--- src/sv/dls_pkg.sv ---
// Shared types and constants for the distance LOD level select block.
// No dependencies.
package dls_pkg;

  localparam int CAM_W        = 24;
  localparam int FAR_W        = 24;
  localparam int LVL_W        = 6;
  localparam int SQ_RAD_W     = 2 * FAR_W + 2;   // sum of three 24-bit squares
  localparam int SQ_ROOT_W    = SQ_RAD_W / 2;
  localparam int SQ_REM_W     = SQ_ROOT_W + 2;
  localparam int DIV_REM_W    = FAR_W + 1;
  localparam int CFG_IDX_W    = 3;
  localparam int DEF_COORD_BITS      = 24;
  localparam int DEF_RATIO_FRAC_BITS = 16;

  localparam logic [LVL_W-1:0] INVALID_LEVEL = 6'd63;
  localparam logic [FAR_W-1:0] FAR_RESET     = 24'd256000;

  typedef enum logic [CFG_IDX_W-1:0] {
    CFG_CAMERA_X   = 3'd0,
    CFG_CAMERA_Y   = 3'd1,
    CFG_CAMERA_Z   = 3'd2,
    CFG_FAR        = 3'd3,
    CFG_LEVEL_CNT  = 3'd4,
    CFG_HYST_EN    = 3'd5
  } cfg_idx_t;

  // data riding alongside the arithmetic through the cell chains
  typedef struct packed {
    logic             sat;
    logic [LVL_W-1:0] prior;
  } side_t;

endpackage

--- src/sv/dls_div_cell.sv ---
// One quotient bit cell of the restoring divider chain.
// Depends on dls_pkg.
module dls_div_cell #(
  parameter int Q_W = dls_pkg::DEF_RATIO_FRAC_BITS + 1
) (
  input  logic                          clk,
  input  logic                          rst_n,
  input  logic                          adv,
  input  logic [dls_pkg::FAR_W-1:0]     far,
  input  logic                          in_v,
  input  logic [dls_pkg::DIV_REM_W-1:0] in_rem,
  input  logic [Q_W-1:0]                in_bits,
  input  logic [Q_W-1:0]                in_q,
  input  dls_pkg::side_t                in_side,
  output logic                          out_v,
  output logic [dls_pkg::DIV_REM_W-1:0] out_rem,
  output logic [Q_W-1:0]                out_bits,
  output logic [Q_W-1:0]                out_q,
  output dls_pkg::side_t                out_side
);
  import dls_pkg::*;

  logic [DIV_REM_W-1:0] rem2;
  logic                 ge;
  logic                 v_r;
  logic [DIV_REM_W-1:0] rem_r;
  logic [Q_W-1:0]       bits_r, q_r;
  side_t                side_r;

  always_comb begin
    rem2 = {in_rem[DIV_REM_W-2:0], in_bits[Q_W-1]};
    ge   = (rem2 >= {1'b0, far});
  end

  always_ff @(posedge clk) begin
    if (!rst_n) begin
      v_r <= 1'b0;
    end else if (adv) begin
      v_r <= in_v;
    end
  end

  always_ff @(posedge clk) begin
    if (adv) begin
      rem_r  <= ge ? (rem2 - {1'b0, far}) : rem2;
      bits_r <= {in_bits[Q_W-2:0], 1'b0};
      q_r    <= {in_q[Q_W-2:0], ge};
      side_r <= in_side;
    end
  end

  assign out_v    = v_r;
  assign out_rem  = rem_r;
  assign out_bits = bits_r;
  assign out_q    = q_r;
  assign out_side = side_r;

endmodule

--- config.mk ---
export PLATFORM = sky130hd
export DESIGN_NAME = dls_div_cell
export DESIGN_NICKNAME = d
export VERILOG_FILES = /design/src/sv/dls_pkg.sv /design/src/sv/dls_div_cell.sv
export SDC_FILE = /design/constraint.sdc
export NUM_CORES = 1
export LEC_CHECK = 0
export BUFFER_PORTS_ARGS = -buffer_cell sky130_fd_sc_hd__buf_2
export CORE_ASPECT_RATIO = 0.75
export CORE_MARGIN = 10
export CORE_UTILIZATION = 35
export CTS_CLUSTER_DIAMETER = 40
export DETAILED_ROUTE_END_ITERATION = 10
export GPL_TIMING_DRIVEN = 1
export PLACE_DENSITY_LB_ADDON = 0.05
export REMOVE_ABC_BUFFERS = 1
export SYNTH_ARGS = -nofsm -noshare
export SYNTH_HDL_FRONTEND = slang
export SYNTH_SLANG_ARGS = --single-unit
--- constraint.sdc ---
create_clock -name clk -period 2.8 [get_ports clk]
set_clock_uncertainty 0.05 [all_clocks]
set_input_delay 0.28 -clock clk [delete_from_list [all_inputs] [get_ports clk]]
set_output_delay 0.28 -clock clk [all_outputs]
set_load 0.01 [all_outputs]
==> impl_metrics.env <==
export IMPL_start_kind="input port"
export IMPL_syn_to_final_growth_pct=36.8
export IMPL_fmax_mhz=414
export IMPL_antenna_left=0
export IMPL_hold_path_class="input port to flop"
export IMPL_dp_slack_ps=43.1
export IMPL_route_detailed_drc=0
export IMPL_ys_ff_latch=66
export IMPL_root_buffer="clkbuf_16"
export IMPL_yosysWarnings=0
export IMPL_synth_area_leaders="edfxtp_1 52%, ha_1 8.0%, nand2_1 4.3%"
export IMPL_drt_pass1_iter_count=4
export IMPL_cts_buffer_depth=2
export IMPL_netlist_top_cells_count="65 x edfxtp_1, 43 x nand2_1, 30 x o21ai_0"
export IMPL_p_leak_nw=2.33
export IMPL_critPathMaxStageDelay_ps=400
export IMPL_drtIter0Drc=156
export IMPL_hold_path_depth=1
export IMPL_finalWeightedCongestion=0.887
export IMPL_vias=3251
export IMPL_n_antenna_cell=0
export IMPL_run_status="completed"
export IMPL_worstPathRequired_ps=2820
export IMPL_cp_top_family="compound AO/OA/AOI/OAI gates"
export IMPL_io_pins=161
export IMPL_nets=647
export IMPL_finalSetupViolCount=0
export IMPL_r2r_slack_ps=2160
export IMPL_htreeDepth=3
export IMPL_layout_drive_gt1_share_pct=38.5
export IMPL_fin_cells=669
export IMPL_routed_wire_length_per_instance_um=16.7
export IMPL_peakVddDrop_uv=366
export IMPL_yosysUniqueCellTypes=51
export IMPL_cts_clk_slew_worst_paths_ps=60
export IMPL_fp_dieW_um=140
export IMPL_cts_made_buffers=9
export IMPL_drt_total_wl_um=11200
export IMPL_crit_type="input port to flop"
export IMPL_synth_edf_count=65
export IMPL_reg2reg_depth=2
export IMPL_dp_hpwl_um=8900
export IMPL_yosysMostFrequentCell="edfxtp_1"
export IMPL_core_area_um2=10400
export IMPL_synthCells=353
export IMPL_fp_dieH_um=110
export IMPL_use_met3_pct=5.56
export IMPL_met2_usage_pct=20.9
export IMPL_grt_pass1_vias=3278
export IMPL_worstMarginPinSlew_ps=674
export IMPL_min_from="in_bits[9]"
export IMPL_use_met1_pct=19.3
export IMPL_ys_seq_area_share_pct=52.3
export IMPL_grt_busiest_layer="met2"
export IMPL_initial_utilization_pct=36.2
export IMPL_placed_cells=653
export IMPL_setup_worst_path_end_class="flop"
export IMPL_hold_buffers=0
export IMPL_antenna_found_initial=0
export IMPL_track_usage_pct=14.3
export IMPL_cap_viol_max_count=0
export IMPL_period_share_pct=86.4
export IMPL_rows=32
export IMPL_crit_path_cell_trace="buf_2, inv_1, ha_1, fa_1, nand2b_1, a21o_1, a211o_1, a31oi_1, nor3_1, o2111ai_1, o21ai_0"
export IMPL_hold_viol_final=0
export IMPL_crit_buf_inv=2
export IMPL_r2r_start="out_v$_SDFFE_PN0P_"
export IMPL_avgSynthCellArea_um2=10.7
export IMPL_syn_area_um2=3770
export IMPL_cts_post_setup_buffers_inserted=0
export IMPL_port_buffers=157
export IMPL_post_route_min_period_ps=2420
export IMPL_slew_viol_final=0
export IMPL_relSlewSlack_pct=54.7
export IMPL_cp_arrival_ps=2440
export IMPL_power_w=0.00319
export IMPL_fin_ws_ps=382
export IMPL_power_density_nw_per_um2=618
export IMPL_worstHoldEndpoint="out_bits[10]$_DFFE_PP_"
export IMPL_reg2reg_to="out_v$_SDFFE_PN0P_"
export IMPL_critPathSlowestCell="fa_1"
export IMPL_yosys_area_top_type="edfxtp_1"
export IMPL_grt_pass1_wl_um=17600
export IMPL_grt_overflow_total=0
export IMPL_async_flop_share_pct=0
export IMPL_synth_top_area_share_pct=51.8
export IMPL_synth_ff_type="edfxtp_1"
export IMPL_grt_max_degree=45
export IMPL_finish_instance_area_um2=5160
export IMPL_vias_per_cell=4.86
export IMPL_path_max_fanout=3
export IMPL_rsz0062_at_grt="no"
export IMPL_clock_latency_ps=330
export IMPL_cts_resized=0
export IMPL_cts_sinks=66
export IMPL_placed_area_um2=4830
export IMPL_tritoncts="done"
export IMPL_post_route_util_pct=49.6
export IMPL_die_area_um2=15400
-- kinds of logic (layout without fill, tap and decap cells) --
group                      Yosys count  in the layout  synth area share [%]
other                                1              1                0.0995
muxes                                3              3                 0.962
DFF                                 66             66                  52.3
xor gates and xnor gates            19             19                  4.41
and+or+nand+nor                     97             97                  11.8
adders and majority gates           25             25                  8.50
AOI/OAI and AO/OA                  100            100                  17.4
buffers and inverters               42            222                  4.58
-- flip-flops by register name, indices dropped and copies added (netlist names) --
signal	count
out_q	17
out_rem	25
out_bits	16
out_side	7
out_v	1
-- report_power, final --
| group | switching (W) | total [W] | internal (W) |
|---|---|---|---|
| clock network | 0.000454 | 0.00124 | 0.000787 |
| registers | 0.0000244 | 0.00124 | 0.00122 |
| logic | 0.000396 | 0.000705 | 0.000309 |
-- worst max path at each step --
stage,start,endpoint,slack (ps),cells after the start
2_1_floorplan,far[14],out_rem[12]$_DFFE_PP_,-300,9
3_3_place_gp,far[8],out_rem[22]$_DFFE_PP_,80,10
3_5_place_dp,in_bits[16],out_rem[24]$_DFFE_PP_,40,11
4_1_cts,in_bits[16],out_rem[24]$_DFFE_PP_,380,11
5_1_grt,in_bits[16],out_rem[24]$_DFFE_PP_,250,11
6_report,in_bits[16],out_rem[24]$_DFFE_PP_,380,11
-- metrics by stage --
stage / TNS, ps / hold slack (ps)
after floorplan: -1550 / 329
after global placement: 0 / 407
after detailed placement: 0 / 408
after CTS: 0 / 58.5
after global routing: 0 / 58.8
final: 0 / 72.0
-- per-layer routing --
metal	wire length [um]	share of wire, %
met3	1020	9.2
met2	4620	41
met4	116	1.0
met1	5400	48
met5	0	0
-- cells in the final DEF (no fill, tap or decap), drive strengths merged, types with 3 or more instances in the layout --
master / Yosys / layout
buf: 8 / 176
edfxtp: 65 / 65
nand2: 43 / 43
o21ai: 37 / 37
inv: 30 / 32
a21oi: 32 / 32
ha: 24 / 24
nor2: 20 / 20
xor2: 11 / 11
clkbuf: 4 / 9
a21o: 8 / 8
xnor2: 8 / 8
nand4: 7 / 7
nand3: 6 / 6
o31ai: 5 / 5
nor3: 4 / 4
nor2b: 3 / 3
o21a: 3 / 3
nand2b: 3 / 3
clkinv: 0 / 3
-- worst register-to-register path: stages, from the launching register on --
cell     delay, ps
dfxtp_1        310
mux2i_1        120
nor2b_1         60
-- area by class of cell --
type | instances | area (um2)
fill | 990 | 5250
sequential | 66 | 1970
multi-input combinational | 245 | 1630
timing repair buffer | 176 | 953
clock buffer | 9 | 225
tap | 136 | 170
inverter | 30 | 113
clock inverter | 7 | 100
Power figures use the tool's default switching activity.
