File: src/sv/dls_pkg.sv
// Shared types and constants for the distance LOD level select block.
// No dependencies.
package dls_pkg;

  localparam int CAM_W        = 24;
  localparam int FAR_W        = 24;
  localparam int LVL_W        = 6;
  localparam int SQ_RAD_W     = 2 * FAR_W + 2;   // sum of three 24-bit squares
  localparam int SQ_ROOT_W    = SQ_RAD_W / 2;
  localparam int SQ_REM_W     = SQ_ROOT_W + 2;
  localparam int DIV_REM_W    = FAR_W + 1;
  localparam int CFG_IDX_W    = 3;
  localparam int DEF_COORD_BITS      = 24;
  localparam int DEF_RATIO_FRAC_BITS = 16;

  localparam logic [LVL_W-1:0] INVALID_LEVEL = 6'd63;
  localparam logic [FAR_W-1:0] FAR_RESET     = 24'd256000;

  typedef enum logic [CFG_IDX_W-1:0] {
    CFG_CAMERA_X   = 3'd0,
    CFG_CAMERA_Y   = 3'd1,
    CFG_CAMERA_Z   = 3'd2,
    CFG_FAR        = 3'd3,
    CFG_LEVEL_CNT  = 3'd4,
    CFG_HYST_EN    = 3'd5
  } cfg_idx_t;

  // data riding alongside the arithmetic through the cell chains
  typedef struct packed {
    logic             sat;
    logic [LVL_W-1:0] prior;
  } side_t;

endpackage

File: src/sv/dls_sqrt_cell.sv
// One digit cell of the square root chain: two radicand bits per cell.
// Depends on dls_pkg.
module dls_sqrt_cell (
  input  logic                          clk,
  input  logic                          rst_n,
  input  logic                          adv,
  input  logic                          in_v,
  input  logic [dls_pkg::SQ_RAD_W-1:0]  in_rad,
  input  logic [dls_pkg::SQ_REM_W-1:0]  in_rem,
  input  logic [dls_pkg::SQ_ROOT_W-1:0] in_root,
  input  dls_pkg::side_t                in_side,
  output logic                          out_v,
  output logic [dls_pkg::SQ_RAD_W-1:0]  out_rad,
  output logic [dls_pkg::SQ_REM_W-1:0]  out_rem,
  output logic [dls_pkg::SQ_ROOT_W-1:0] out_root,
  output dls_pkg::side_t                out_side
);
  import dls_pkg::*;

  logic [SQ_REM_W-1:0] rem2, trial;
  logic                ge;
  logic                v_r;
  logic [SQ_RAD_W-1:0] rad_r;
  logic [SQ_REM_W-1:0] rem_r;
  logic [SQ_ROOT_W-1:0] root_r;
  side_t               side_r;

  always_comb begin
    rem2  = {in_rem[SQ_REM_W-3:0], in_rad[SQ_RAD_W-1 -: 2]};
    trial = {in_root, 2'b01};
    ge    = (rem2 >= trial);
  end

  always_ff @(posedge clk) begin
    if (!rst_n) begin
      v_r <= 1'b0;
    end else if (adv) begin
      v_r <= in_v;
    end
  end

  always_ff @(posedge clk) begin
    if (adv) begin
      rad_r  <= {in_rad[SQ_RAD_W-3:0], 2'b00};
      rem_r  <= ge ? (rem2 - trial) : rem2;
      root_r <= {in_root[SQ_ROOT_W-2:0], ge};
      side_r <= in_side;
    end
  end

  assign out_v    = v_r;
  assign out_rad  = rad_r;
  assign out_rem  = rem_r;
  assign out_root = root_r;
  assign out_side = side_r;

endmodule

File: config.mk
export PLATFORM = sky130hd
export DESIGN_NAME = dls_sqrt_cell
export DESIGN_NICKNAME = d
export VERILOG_FILES = /design/src/sv/dls_pkg.sv /design/src/sv/dls_sqrt_cell.sv
export SDC_FILE = /design/constraint.sdc
export NUM_CORES = 1
export LEC_CHECK = 0
export BUFFER_PORTS_ARGS = -buffer_cell sky130_fd_sc_hd__clkbuf_2
export CAP_MARGIN = 20
export CORE_ASPECT_RATIO = 0.9
export CORE_MARGIN = 10
export CORE_UTILIZATION = 43
export DETAILED_ROUTE_END_ITERATION = 8
export GPL_ROUTABILITY_DRIVEN = 0
export GPL_TIMING_DRIVEN = 0
export PLACE_DENSITY = 0.77
export SKIP_LAST_GASP = 1
export SYNTH_ARGS = -nofsm -noshare
export SYNTH_HDL_FRONTEND = slang
export SYNTH_SLANG_ARGS = --single-unit
File: constraint.sdc
create_clock -name clk -period 3.15 [get_ports clk]
set_input_delay 0.4725 -clock clk [delete_from_list [all_inputs] [get_ports clk]]
set_output_delay 0.4725 -clock clk [all_outputs]
set_load 0.03 [all_outputs]
==> key figures, run 1 <==
Outcome
  – Status: finished, final reports clean

Worst setup path
  – Worst Path Arrival: 3040 ps
  – Top delay family on crit path: simple AND/OR/NAND/NOR gates
  – Startpoint types: primary input
  – RR Startpoint: out_v$_SDFFE_PN0P_
  – CP cell instances: clkbuf_2, inv_1, ha_1, buf_2, nand4_1, or3_1, or4_1, o21ai_2, nor2_1, o31a_1, buf_6, buf_6, nand4b_4, o211a_1
  – Critical Path Max Stage Delay: 540 ps
  – WP data required: 3240 ps
  – R2r worst-path depth: 2
  – Slowest CP cell: or4_1
  – Worst Setup End Kind: flop
  – Max FO, Critical Path: 10
  – Critical path class: primary input to flop
  – CP bufs+invs: 5
  – R2R Path End: out_v$_SDFFE_PN0P_
  – Crit path top cell by count: buf_6
  – R2r setup slk: 2530 ps

Drt
  – # DRC: 0
  – Antenna-violating nets left: 0
  – Vias: 3836
  – DR vias/cell: 4.962
  – DRT Wirelength: 14240 um
  – TritonRoute pass-1 iters: 5
  – Initial DRC Count: 259
  – WL/cell: 18.43 um

Synth
  – Most used DFF post-synth: edfxtp_1
  – Syn avg cell area: around 13 sq um
  – Yosys reg bits: 108
  – Netlist cell types: 50
  – Async S/R FF share, synth: 0%
  – Register area share after synthesis: ~65%
  – Number of flops mapped to enable cells by yosys: 107
  – Cells after Synth: between 300 and 400
  – Yosys warnings: 0
  – Synth Cell Area: 4967 sq um

Min path
  – WHS Endpoint: out_side[5]$_DFFE_PP_
  – Worst Hold Path Cells: 1
  – Hold Crit Start: in_side[5]
  – Hold crit path type: primary input to flop

STA
  – Final Cycle Share: 93.52%
  – Max frequency: roughly 340 MHz
  – Worst hold slack: 298.1 ps
  – Unrepaired setup endpoints after global routing: no
  – # setup viols final: 0
  – Final Hold Viols: 0
  – Final Max Tran Viols: 0
  – Setup Skew: 0 ps
  – Actual slew at the worst max-slew pin: 593.3 ps
  – Final min period: 2946 ps
  – Slew headroom: 60.45%

Global route
  – Global Route Usage Sum: 16.99%
  – Grt ovf: 0
  – Vias in the first global route: 3892
  – Antenna violations before repair: 0
  – First-pass GRT wire length: around 21000 um
  – Largest net degree at the start of global routing: 72

Clock network
  – TritonCTS clock tree: yes
  – H-tree levels: 3
  – CTS clk-pin slew, worst paths: 70 ps
  – Root Buffer: clkbuf_16
  – Clock sinks: 108
  – Bufs on Longest Clock Path: 2
  – Worst skew pair latency: 340 ps
  – Hold Buf Count CTS: 0
  – TritonCTS buffer count: 9

Floorplan
  – Core Area: 11390 sq um
  – Die ar.: 16260 sq um
  – Initial Util: 43.62%
  – Chip Height: around 120 um
  – Rows: 37
  – Die width: 133.3 um
  – # IOs: around 220

Layout
  – Final core utilization: 58.02%
  – Fin nets: between 700 and 800
  – Non-Filler Instances: roughly 770
  – Cell area after layout: approximately 6600 sq um
  – Layout cells sized above 1: 41.49%
  – P&R area growth vs syn: 33.02%
  – Fill cell count: 954
  – Number of diodes: 0

Power and ir drop
  – LEAKAGE: 3.041 nW
  – Maximum vdd ir drop: between 300 and 400 uV
  – Pwr/cell area: 570.4 nW/um^2
  – Final total power: 0.003769 W

Placement
  – Port Buffers: 218
  – Placed instance area: between 6000 and 7000 sq um
  – Detail Placement HPWL: roughly 12000 um
  – Placed cells: approximately 760

Job
  – Maxcap violations: 0
[final cells by class]
class                      instances  area, sq um  area share (%)
sequential                       108         3233           48.93
multi-input combinational        227         1558           23.58
timing repair buffer             221         1136           17.19
clock buffer                      10        229.0           3.465
tap                              156        195.2           2.954
inverter                          34        127.6           1.931
buffer                            11        72.57           1.098
clock inverter                     6        56.30          0.8521
[sequential cells by signal, indices dropped and copies added (netlist names)]
register / cells
out_side: 7
out_root: 25
out_rem: 27
out_rad: 48
out_v: 1
[per-stage QoR]
step                      setup WS (ps)  setup TNS (ps)
final                             204.2               0
after global routing              44.52               0
after CTS                         35.63               0
after detailed placement         -413.8           -9123
after global placement           -333.7           -7334
after floorplan                   131.6               0
[per-layer routing]
metal	up-vias	part of all wire (%)	global-route usage (%)
met2	165	51	30.14
met3	13	9.6	6.461
met5	-	0	0
met4	0	1.2	4.755
met1	1799	39	18.75
li1	1859	-	-
[cell families (layout without fill, tap and decap cells)]
kind of cell             Yosys count  count (layout)  synth area share, %
flip-flops                       108             108                65.09
adder cells (fa/ha/maj)           27              27                6.801
multiplexers                       3               3               0.7052
buffers and inverters             45             282                3.954
other                              1               2              0.07549
AO/OA/AOI/OAI                     92              92                11.51
AND/OR/NAND/NOR                   80              80                7.809
XOR/XNOR                          23              23                4.055
[Yosys cell counts, drive strengths merged (6+ instances only)]
cell type	number	share of area [%]
a21o	9	1.4
nand4	6	0.76
edfxtp	107	65
nand2	41	3.1
o21ai	34	3.5
inv	34	2.6
xnor2	17	3.0
ha	27	6.8
nor2	9	0.68
buf	7	1.1
xor2	6	1.1
a21oi	21	2.1
[how the worst max path moves through the flow]
| stage | slack, ps | cells after the start | from | endpoint |
|---|---|---|---|---|
| after floorplan | 130 | 12 | in_root[19] | out_rem[4]$_DFFE_PP_ |
| after global placement | -330 | 13 | in_root[0] | out_rem[21]$_DFFE_PP_ |
| after detailed placement | -410 | 13 | in_root[0] | out_rem[17]$_DFFE_PP_ |
| after CTS | 40 | 13 | in_root[1] | out_rem[10]$_DFFE_PP_ |
| after global routing | 40 | 11 | in_rad[48] | out_rem[22]$_DFFE_PP_ |
| final | 200 | 14 | in_root[19] | out_rem[25]$_DFFE_PP_ |
[report_power, final]
part,internal (W),total [W],switching [W]
registers,0.00174,0.00178,0.0000341
logic,0.000302,0.000920,0.000618
clock network,0.000554,0.00107,0.000520
total,0.00260,0.00377,0.00117
[layout by cell type (no fill, tap or decap), drive strengths merged, types with 3 or more instances in the layout]
cell type,count
o21bai,3
o211ai,4
xor2,6
nand4,6
a21oi,21
a21o,9
o21a,4
nor2,9
nand2b,3
xnor2,17
nand2,41
clkbuf,231
ha,27
o21ai,34
edfxtp,107
inv,37
nor3,4
buf,11
nand3,4
nor2b,4
[timing repair]
| item | 4_1_cts | 5_1_grt |
|---|---|---|
| gates cloned | 0 | 0 |
| pin swaps | 0 | 1 |
| resized for setup | 1 | 9 |
| endpoints found under the setup margin | 10 | 24 |
| buffers inserted | 0 | 2 |
(Power assumes the default switching activity.)
==> inputs of run 2 (changes only) <==
--- a/config.mk
+++ b/config.mk
@@ -9,11 +9,11 @@
 export CAP_MARGIN = 20
 export CORE_ASPECT_RATIO = 0.9
 export CORE_MARGIN = 10
-export CORE_UTILIZATION = 43
+export CORE_UTILIZATION = 40
 export DETAILED_ROUTE_END_ITERATION = 8
 export GPL_ROUTABILITY_DRIVEN = 0
 export GPL_TIMING_DRIVEN = 0
-export PLACE_DENSITY = 0.77
+export PLACE_DENSITY = 0.72
 export SKIP_LAST_GASP = 1
 export SYNTH_ARGS = -nofsm -noshare
 export SYNTH_HDL_FRONTEND = slang
==> run 2 against run 1 <==
Net effect: sequential share of layout area about the same; worst setup slack improved by 6.4 ps; flip-flop and latch count stayed put; count of clock-buffer cells in the layout decreased by 1; cell area barely moved; global-route usage shrank 1.1 points.
==> key figures, run 2 (synthesis results as in run 1) <==
Layout
  – Most frequent cells in the layout: 220 x clkbuf_2, 107 x edfxtp_1, 41 x nand2_1, 34 x inv_1, 33 x o21ai_0
  – Cell area after layout: 6603 sq um (about the same)
  – Number of diodes: 0 (unchanged)
  – Commonest non-fill, non-tap cell in the layout: clkbuf_2
  – Final core utilization: 54.46% (-3.6 points)
  – Non-Filler Instances: 775 (+0.26%)
  – Layout cells sized above 1: 41.14% (-0.35 points)
  – P&R area growth vs syn: 32.92% (about the same)
  – Fin nets: 750 (-0.27%)
  – Max reg flops: 48 (unchanged)

Power and ir drop
  – Pwr/cell area: 575.5 nW/um^2 (+0.90%)
  – Maximum vdd ir drop: 328.6 uV (+1.3%)
  – LEAKAGE: 3.036 nW (-0.16%)

Worst setup path
  – Max FO, Critical Path: 10 (unchanged)
  – R2r worst-path depth: 2 (unchanged)
  – R2r setup slk: 2510 ps (-20 ps)
  – Startpoint types: primary input
  – RR Startpoint: out_v$_SDFFE_PN0P_
  – Worst Path Arrival: 3050 ps (about the same)
  – Critical path class: primary input to flop
  – Worst Setup End Kind: flop
  – WP data required: 3270 ps (+30 ps)
  – R2R Path End: out_v$_SDFFE_PN0P_

Floorplan
  – Chip Height: 125.7 um (+3.1%)
  – Initial Util: 40.97% (-2.6 points)
  – Die ar.: 17280 sq um (+6.3%)
  – # IOs: 223 (unchanged)
  – Die width: 137.5 um (+3.1%)
  – Core Area: 12120 sq um (+6.5%)
  – Rows: 38 (+2.7%)

Min path
  – Worst Hold Path Cells: 1 (unchanged)
  – Hold crit path type: primary input to flop
  – Hold Crit Start: in_rad[46]
  – WHS Endpoint: out_rad[48]$_DFFE_PP_

STA
  – Max frequency: 340.2 MHz (+0.22%)
  – Final Cycle Share: 93.31% (-0.20 points)
  – Final min period: 2939 ps (-6.400 ps)
  – Final Hold Viols: 0 (unchanged)
  – Slew headroom: 54.20% (-6.3 points)
  – # setup viols final: 0 (unchanged)
  – TNS Setup: 0 ps (unchanged)
  – Actual slew at the worst max-slew pin: 669.7 ps (+76.44 ps)
  – Final Max Tran Viols: 0 (unchanged)
  – Unrepaired setup endpoints after global routing: no
  – Setup Skew: 0 ps (unchanged)

Drt
  – DR vias/cell: 4.897 (-1.3%)
  – Initial DRC Count: 160 (-38%)
  – Antenna-violating nets left: 0 (unchanged)
  – DRT Wirelength: 14360 um (+0.81%)
  – TritonRoute pass-1 iters: 5 (unchanged)
  – Vias: 3795 (-1.1%)
  – WL/cell: 18.53 um (+0.55%)
  – # DRC: 0 (unchanged)

Clock network
  – Bufs on Longest Clock Path: 2 (unchanged)
  – Root Buffer: clkbuf_16
  – TritonCTS buffer count: 9 (unchanged)
  – TritonCTS clock tree: yes
  – Worst skew pair latency: 350 ps (about the same)
  – Clock sinks: 108 (unchanged)
  – CTS clk-pin slew, worst paths: 80 ps (about the same)
  – Hold Buf Count CTS: 0 (unchanged)
  – H-tree levels: 3 (unchanged)

Placement
  – Detail Placement HPWL: 11710 um (+0.93%)
  – Placed instance area: 6292 sq um (about the same)
  – Port Buffers: 218 (unchanged)
  – Placed cells: 759 (+0.53%)

Global route
  – Vias in the first global route: 3846 (-1.2%)
  – Antenna violations before repair: 1 (+1)
  – Grt ovf: 0 (unchanged)
  – Global Route Usage Sum: 15.88% (-1.1 points)
  – First-pass GRT wire length: 21320 um (-0.67%)
  – Largest net degree at the start of global routing: 66 (-8.3%)

Outcome
  – Status: finished, final reports clean

Job
  – Maxcap violations: 0 (unchanged)
## run 2: cell types whose count changed in the layout (fill, tap and decap cells not counted)
cell	before	now
inv_8	2	1
clkinv_8	0	1
buf_4	4	2
inv_6	1	3
clkinvlp_4	1	0
clkinv_4	2	1
clkinv_1	0	1
buf_2	4	3
## run 2: routing by layer
| layer | track usage [%] | up-vias | share of wire [%] |
|---|---|---|---|
| li1 | - | 1859 | - |
| met1 | 17.69 | 1758 | 37 |
| met5 | 0 | - | 0.091 |
| met4 | 3.160 | 2 | 0.72 |
| met2 | 27.99 | 165 | 50 |
| met3 | 6.200 | 11 | 12 |
## run 2: cell type report
class                   instances  area [sq um]
plain buffers                  11         71.32
clock inverters                 7         66.31
clock buffers                   9         225.2
repair buffers                219          1121
multi-input cells             227          1558
inverters                      34         127.6
well taps                     160         200.2
flip-flops and latches        108          3233
fillers                      1059          5522
## run 2: per-stage QoR
step                      power (W)  hold WS [ps]  setup slack, ps
after global placement     0.002708         502.0           -338.3
after CTS                  0.003839         278.2            95.37
after detailed placement   0.002729         569.0           -411.5
after global routing       0.003979         270.9            21.08
final                      0.003800         291.9            210.6
after floorplan            0.002399         571.4            131.6
## run 2: critical path, cell delays in order
cell      delay (ps)
clkbuf_2          90
inv_1             40
ha_1             260
buf_2            180
nand4_1          180
or3_1            380
or4_1            540
o21ai_2          150
nor2_1            60
o31a_1           110
buf_6            130
buf_6            140
nand4b_4         160
o211a_1          150
## run 2: report_power, final
group | switching (W) | internal (W) | leakage, nW
combinational | 0.000613 | 0.000299 | 1.84
clock | 0.000553 | 0.000557 | 0.143
sequential | 0.0000363 | 0.00174 | 1.05
## run 2: what timing repair did
action,4_1_cts,5_1_grt
buffers inserted,0,0
resized for setup,1,6
pin swaps,0,0
setup endpoints to repair,11,21
## run 2: worst max-delay path by stage
stage	startpoint	end	slack, ps	cells past startpoint
detailed placement	in_root[0]	out_rem[19]$_DFFE_PP_	-410	13
global route	in_root[0]	out_rem[22]$_DFFE_PP_	20	11
floorplan	in_root[19]	out_rem[4]$_DFFE_PP_	130	12
global placement	in_root[0]	out_rem[19]$_DFFE_PP_	-340	13
finish	in_root[13]	out_rem[25]$_DFFE_PP_	210	14
CTS	in_root[0]	out_rem[24]$_DFFE_PP_	100	13
==> inputs of run 3 (changes only) <==
--- a/config.mk
+++ b/config.mk
@@ -12,9 +12,9 @@
 export CORE_UTILIZATION = 40
 export DETAILED_ROUTE_END_ITERATION = 8
 export GPL_ROUTABILITY_DRIVEN = 0
-export GPL_TIMING_DRIVEN = 0
 export PLACE_DENSITY = 0.72
 export SKIP_LAST_GASP = 1
+export SLEW_MARGIN = 10
 export SYNTH_ARGS = -nofsm -noshare
 export SYNTH_HDL_FRONTEND = slang
 export SYNTH_SLANG_ARGS = --single-unit
==> run 3 against run 2 <==
Net effect: combinational power rose by 2.6%; cell count rose by 2.3%; cell area rose by 2.2%; critical endpoint is now out_rem[10]$_DFFE_PP_; highest routed layer is now met4.
==> key figures, run 3 (synthesis results as in run 1) <==
STA
  – Final Max Tran Viols: 0 (unchanged)
  – Max frequency: 359.9 MHz (+5.8%)
  – Final Cycle Share: 88.20% (-5.1 points)
  – Final min period: 2778 ps (-161.0 ps)
  – Actual slew at the worst max-slew pin: 536.5 ps (-133.2 ps)
  – Setup Skew: 0 ps (unchanged)
  – # setup viols final: 0 (unchanged)
  – TNS Setup: 0 ps (unchanged)
  – Final Hold Viols: 0 (unchanged)
  – Slew headroom: 63.67% (+9.5 points)
  – Unrepaired setup endpoints after global routing: no

Min path
  – WHS Endpoint: out_rad[35]$_DFFE_PP_
  – Hold Crit Start: in_rad[33]
  – Hold crit path type: primary input to flop
  – Worst Hold Path Cells: 1 (unchanged)

Outcome
  – Status: finished, final reports clean

Global route
  – Antenna violations before repair: 0 (-1)
  – Grt ovf: 0 (unchanged)
  – Global Route Usage Sum: 15.91% (+0.024 points)
  – Vias in the first global route: 3912 (+1.7%)
  – Largest net degree at the start of global routing: 50 (-24%)
  – First-pass GRT wire length: 21470 um (+0.68%)

Power and ir drop
  – Pwr/cell area: 571.2 nW/um^2 (-0.75%)
  – Maximum vdd ir drop: 363.5 uV (+11%)
  – LEAKAGE: 3.129 nW (+3.1%)
  – Gate power share: 24.3% (+0.3 points)
  – Clk network pwr share: 29.6% (+0.4 points)
  – P_sw: 0.001217 W (+1.3%)
  – Switch share: 31.57% (-0.060 points)
  – Sequential share of power: 46.1% (-0.7 points)
  – Internal Power: 0.002638 W (+1.5%)

Clock network
  – Hold Buf Count CTS: 0 (unchanged)
  – Root Buffer: clkbuf_16
  – Post-CTS Resized: 0 (-1)
  – Post-CTS Setup Inserts: 0 (unchanged)
  – H-tree levels: 3 (unchanged)
  – TritonCTS clock tree: yes
  – TritonCTS buffer count: 9 (unchanged)
  – CTS clk-pin slew, worst paths: 80 ps (about the same)
  – Bufs on Longest Clock Path: 2 (unchanged)
  – Worst skew pair latency: 340 ps (about the same)
  – Clock sinks: 108 (unchanged)

Worst setup path
  – Max FO, Critical Path: 18 (+8)
  – R2R Path End: out_v$_SDFFE_PN0P_
  – RR Startpoint: out_v$_SDFFE_PN0P_
  – Worst Setup End Kind: flop
  – R2r setup slk: 2540 ps (+30 ps)
  – Worst Path Arrival: 2950 ps (-100 ps)
  – Critical path class: primary input to flop
  – WP data required: 3320 ps (+50 ps)
  – R2r worst-path depth: 2 (unchanged)
  – Startpoint types: primary input

Drt
  – DRT Wirelength: 14430 um (+0.48%)
  – Antenna-violating nets left: 0 (unchanged)
  – TritonRoute pass-1 iters: 4 (-1)
  – WL/cell: 18.19 um (-1.8%)
  – # DRC: 0 (unchanged)
  – Initial DRC Count: 222 (+39%)
  – Vias: 3863 (+1.8%)
  – DR vias/cell: 4.871 (-0.52%)

Floorplan
  – Initial Util: 40.97% (unchanged)
  – # IOs: 223 (unchanged)
  – Chip Height: 125.7 um (unchanged)
  – Core Area: 12120 sq um (unchanged)
  – Die ar.: 17280 sq um (unchanged)
  – Rows: 38 (unchanged)
  – Die width: 137.5 um (unchanged)

Layout
  – Max reg flops: 48 (unchanged)
  – Non-Filler Instances: 793 (+2.3%)
  – Fill cell count: 1060 (+0.094%)
  – Number of diodes: 0 (unchanged)
  – Fin nets: 768 (+2.4%)
  – Most frequent cells in the layout: 217 x clkbuf_2, 107 x edfxtp_1, 41 x nand2_1, 34 x inv_1, 33 x o21ai_0
  – Layout cells sized above 1: 42.81% (+1.7 points)
  – P&R area growth vs syn: 35.87%
  – Commonest non-fill, non-tap cell in the layout: clkbuf_2

Placement
  – Port Buffers: 218 (unchanged)
  – Detail Placement HPWL: 11960 um (+2.1%)
  – Placed cells: 777 (+2.4%)

Job
  – Maxcap violations: 0 (unchanged)
## run 3: cell type report
| class | count | area [sq um] | share of cell area (%) |
|---|---|---|---|
| clock buffers | 9 | 225.2 | 3.337 |
| clock inverters | 7 | 88.84 | 1.316 |
| inverters | 34 | 127.6 | 1.891 |
| multi-input cells | 227 | 1543 | 22.86 |
| flip-flops and latches | 108 | 3233 | 47.91 |
| well taps | 160 | 200.2 | 2.966 |
| repair buffers | 248 | 1331 | 19.73 |
## run 3: worst max-delay path by stage
stage | cells after the start | end | slack [ps] | from
2_1_floorplan | 12 | out_rem[4]$_DFFE_PP_ | 130 | in_root[19]
3_3_place_gp | 12 | out_rem[18]$_DFFE_PP_ | 50 | in_root[18]
3_5_place_dp | 12 | out_rem[20]$_DFFE_PP_ | 9 | in_root[21]
4_1_cts | 11 | out_rem[10]$_DFFE_PP_ | 370 | in_root[21]
5_1_grt | 12 | out_rem[14]$_DFFE_PP_ | 160 | in_root[21]
6_report | 11 | out_rem[10]$_DFFE_PP_ | 370 | in_root[20]
## run 3: power groups by stage
stage                     clock network [W]  registers (W)  logic [W]
after floorplan                           0        0.00209   0.000306
after detailed placement                  0        0.00181   0.000946
after global placement                    0        0.00180   0.000930
after global routing                0.00124        0.00179    0.00102
final                               0.00114        0.00178   0.000936
after CTS                           0.00117        0.00178   0.000950
## run 3: per-layer routing
metal / vias up / global-route usage (%) / wire length (um)
met5: - / 0 / 0
met4: 0 / 2.416 / 85
met3: 6 / 5.525 / 1533
met2: 155 / 28.70 / 7353
met1: 1812 / 17.85 / 5455
li1: 1890 / - / -
## run 3: worst max-delay path: stages
cell,delay [ps]
clkbuf_2,90
inv_1,40
ha_1,290
nand4_1,140
or3_1,430
or4_1,550
o21ai_2,140
nor2_1,60
o31a_2,240
buf_4,230
o31ai_2,260
## run 3: stage by stage
step                power [W]  hold WS (ps)  setup WS, ps  area (sq um)  util (%)
global route         0.004044         276.4         159.7          6749     55.67
global placement     0.002734         502.3         49.58          6435     53.08
detailed placement   0.002757         536.7         8.664          6435     53.08
floorplan            0.002399         571.4         131.6          4971         -
finish               0.003855         297.4         371.6          6749     55.67
CTS                  0.003902         284.0         368.7          6749     55.67
